## src/rtl/ehc_ram.sv

```systemverilog
// Generic single-clock RAM with one write port and one registered read port.
module ehc_ram #(
  parameter int unsigned WIDTH = 8,
  parameter int unsigned DEPTH = 16
) (
  input  logic                     clk_i,
  input  logic                     we_i,
  input  logic [$clog2(DEPTH)-1:0] waddr_i,
  input  logic [WIDTH-1:0]         wdata_i,
  input  logic [$clog2(DEPTH)-1:0] raddr_i,
  output logic [WIDTH-1:0]         rdata_o
);

  logic [WIDTH-1:0] mem_q [DEPTH];
  logic [WIDTH-1:0] rdata_q;

  always_ff @(posedge clk_i) begin
    if (we_i) begin
      mem_q[waddr_i] <= wdata_i;
    end
    rdata_q <= mem_q[raddr_i];
  end

  assign rdata_o = rdata_q;

endmodule

```

## config.mk

```make
export PLATFORM = sky130hd
export DESIGN_NAME = ehc_ram
export DESIGN_NICKNAME = d
export VERILOG_FILES = /design/src/rtl/ehc_ram.sv
export SDC_FILE = /design/constraint.sdc
export NUM_CORES = 1
export LEC_CHECK = 0
export BUFFER_PORTS_ARGS = -buffer_cell sky130_fd_sc_hd__buf_2
export CAP_MARGIN = 30
export CORE_ASPECT_RATIO = 2
export CORE_MARGIN = 2
export CORE_UTILIZATION = 41
export DETAILED_ROUTE_END_ITERATION = 10
export GPL_ROUTABILITY_DRIVEN = 0
export PLACE_DENSITY = 0.62
export SLEW_MARGIN = 5
export SYNTH_ARGS = -nofsm -noshare
export SYNTH_HDL_FRONTEND = slang
export SYNTH_SLANG_ARGS = --single-unit
```

## constraint.sdc

```tcl
create_clock -name clk_i -period 1.8 [get_ports clk_i]
set_input_delay 0.09 -clock clk_i [delete_from_list [all_inputs] [get_ports clk_i]]
set_output_delay 0.09 -clock clk_i [all_outputs]
set_load 0.005 [all_outputs]
```

==> flow_metrics.tcl <==
set metrics [dict create \
    dieHeight_um 162 \
    wirelength_mm 10.0 \
    netlist_area_um2 5150 \
    io_buffers 25 \
    p_int_w 0.00601 \
    power.switching_w 0.00149 \
    avgSynthCellArea_um2 22.5 \
    ys_types 19 \
    drive_gt1_frac 0.332 \
    num_rows 57 \
    pre_cts_ws_ns 0.201 \
    grt_overflow_total 0 \
    max_cap_violations 0 \
    via_per_inst 5.45 \
    postCtsSetupBuffers 0 \
    grt_antenna_before_repair 0 \
    die_w_um 83.2 \
    finalNetCount 307 \
    cts_tree "done" \
    cp.required_ns 2.09 \
    cts_buffer_depth 2 \
    cts_sinks 136 \
    cts_resized 0 \
    setup_viol 0 \
    multi_input_area_um2 1060 \
    slowest_delay_ns 0.57 \
    worstPathCellList "mux4_1 -> a22oi_1 -> nand2_1" \
    fin_crit_sh 0.724 \
    area_growth_pct 20.8 \
    seqCellArea_um2 4000 \
    hold_buffers 0 \
    p_seq_frac 0.475 \
    grt_pass1_wl_mm 15.7 \
    core_area_um2 12200 \
    ios 26 \
    synth_nets 247 \
    finalPower_w 0.00750 \
    synthArstFlopShare 0 \
    grt_pass1_vias 2679 \
    maxSlewViolCount 0 \
    setup_tns_ns 0 \
    status "finished, final reports clean" \
    die-area_um2 13500 \
    drt_drc_violations_left 0 \
    htree_levels 4 \
    whs_ns 0.0616 \
    clock_skew_ns 0.00511 \
    cp_num_buf_inv 0 \
    grt_max_degree 18 \
    antenna_left 0 \
    dr.first_iter.drc_count 193 \
    pwr-share-clk 0.481 \
    vdd_drop_max_v 0.000727 \
    initial_core_util 0.422 \
    min_path_type "input port to flop" \
    cp_data_arrival_time_ns 1.60 \
    synth_cells 229 \
    startpoint_type "flop" \
    max_freq_ghz 0.767 \
    hold_viol 0 \
    swShare 0.199 \
    yosysWarnings 0 \
    crit_fanout 1 \
    worst_setup_path_end_kind "flop" \
    p_leak_nw 2.14 \
    powerDensity_nw_per_um2 1210 \
    diodes 0 \
    detail_route.wl_per_cell_um 22.4 \
    timing.final.crit_period_ns 1.30 \
    grt_usage 0.163 \
    worstMarginPinSlew_ns 0.428 \
    via_count 2442 \
    final_core_util 0.510 \
    dp_hpwl_mm 6.83 \
    combinationalPowerShare 0.044 \
    crit_type "flop to flop" \
    rsz0062_at_grt "false" \
    synth-seq-cells 136 \
    fill_cells 979 \
    synth_edf_count 128 \
    cts_inserted_buffers 17 \
    critical_path.top_delay_family "multiplexers" \
    drt_pre_antenna_iters 5 \
    slowest_stage "mux4_1" \
    root_buffer "clkbuf_16" \
    setup_ws_ns 0.497 \
    insertion_delay_ns 0.41 \
    slew_headroom 0.715 \
    clk_pin_slew_ns 0.06 \
    synth_flop_cell "edfxtp_1" \
    synth-seq-area-share 0.778 \
]
cell usage in the layout (no fill, tap or decap), drive strengths merged:
cell and count:
nand2b 2, clkinv 6, nand3 1, and2 1
clkinvlp 2, nand3b 2, dfxtp 8, bufinv 4
nor2 13, nand2 9, nor3 4, edfxtp 128
clkbuf 17, a22oi 16, and2b 1, or3b 1
nor2b 1, buf 51, inv 2, mux4 32
registers in the layout, summed over array words and instances, names as in the netlist:
register  count
mem_q       128
rdata_o       8
power groups by stage:
stage / combinational [W] / sequential (W) / clock [W]
6_report: 0.000330 / 0.00356 / 0.00361
3_5_place_dp: 0.000338 / 0.00363 / 0
4_1_cts: 0.000338 / 0.00356 / 0.00368
2_1_floorplan: 0.000180 / 0.00362 / 0
5_1_grt: 0.000363 / 0.00357 / 0.00380
3_3_place_gp: 0.000329 / 0.00362 / 0
worst paths after layout:
path,end,cells after the start,startpoint,slack [ns]
worst min register to register,rdata_o[4]$_DFF_P_,3,mem_q[15][4]$_DFFE_PP_,0.67
worst max register to register,rdata_o[3]$_DFF_P_,3,mem_q[5][3]$_DFFE_PP_,0.50
worst min-delay path,mem_q[4][7]$_DFFE_PP_,1,wdata_i[7],0.06
worst max-delay path,rdata_o[3]$_DFF_P_,3,mem_q[5][3]$_DFFE_PP_,0.50
routing by layer:
metal  part of all wire  up-vias  GRT usage
met5                  0        -          0
met2               0.58       74      0.301
met4              0.011        0     0.0723
met1               0.36     1267      0.174
li1                   -     1095          -
met3              0.045        6     0.0405
logic make-up (layout without fill, tap and decap cells):
logic type | Yosys count | after routing | synth area share
DFF | 136 | 136 | 0.778
AOI/OAI and AO/OA | 16 | 16 | 0.0233
buffers and inverters | 10 | 82 | 0.0168
muxes | 32 | 32 | 0.150
and+or+nand+nor | 35 | 35 | 0.0318
synth_stat cells, types with 2 or more instances:
master	n	share of area
edfxtp_1	128	0.75
mux4_2	18	0.079
a22oi_1	16	0.023
mux4_1	14	0.071
nor2_1	13	0.0095
nand2_1	9	0.0066
dfxtp_1	8	0.031
nor3_1	4	0.0039
buf_2	3	0.0029
buf_6	3	0.0066
clkdlybuf4s25_2	3	0.0058
nand2b_1	2	0.0024
nand3b_1	2	0.0029
layout make-up:
class | count | area share
Multi-Input combinational cell | 83 | 0.170
Clock buffer | 17 | 0.0684
Clock inverter | 14 | 0.0322
Sequential cell | 136 | 0.644
Tap cell | 147 | 0.0296
Timing Repair Buffer | 51 | 0.0556
worst register-to-register path: cells and delay by family, from the launching register on:
| family | cells | cell delay [ns] |
|---|---|---|
| multiplexers | 1 | 0.57 |
| flip-flops | 1 | 0.35 |
| AO/OA/AOI/OAI | 1 | 0.19 |
| AND/OR/NAND/NOR | 1 | 0.08 |
through the flow:
stage	instances	instance area, µm²
after CTS	448	6220
after global placement	417	5590
after detailed placement	417	5590
after global routing	448	6220
final	448	6220
after floorplan	229	5150
Power figures use the tool's default switching activity.
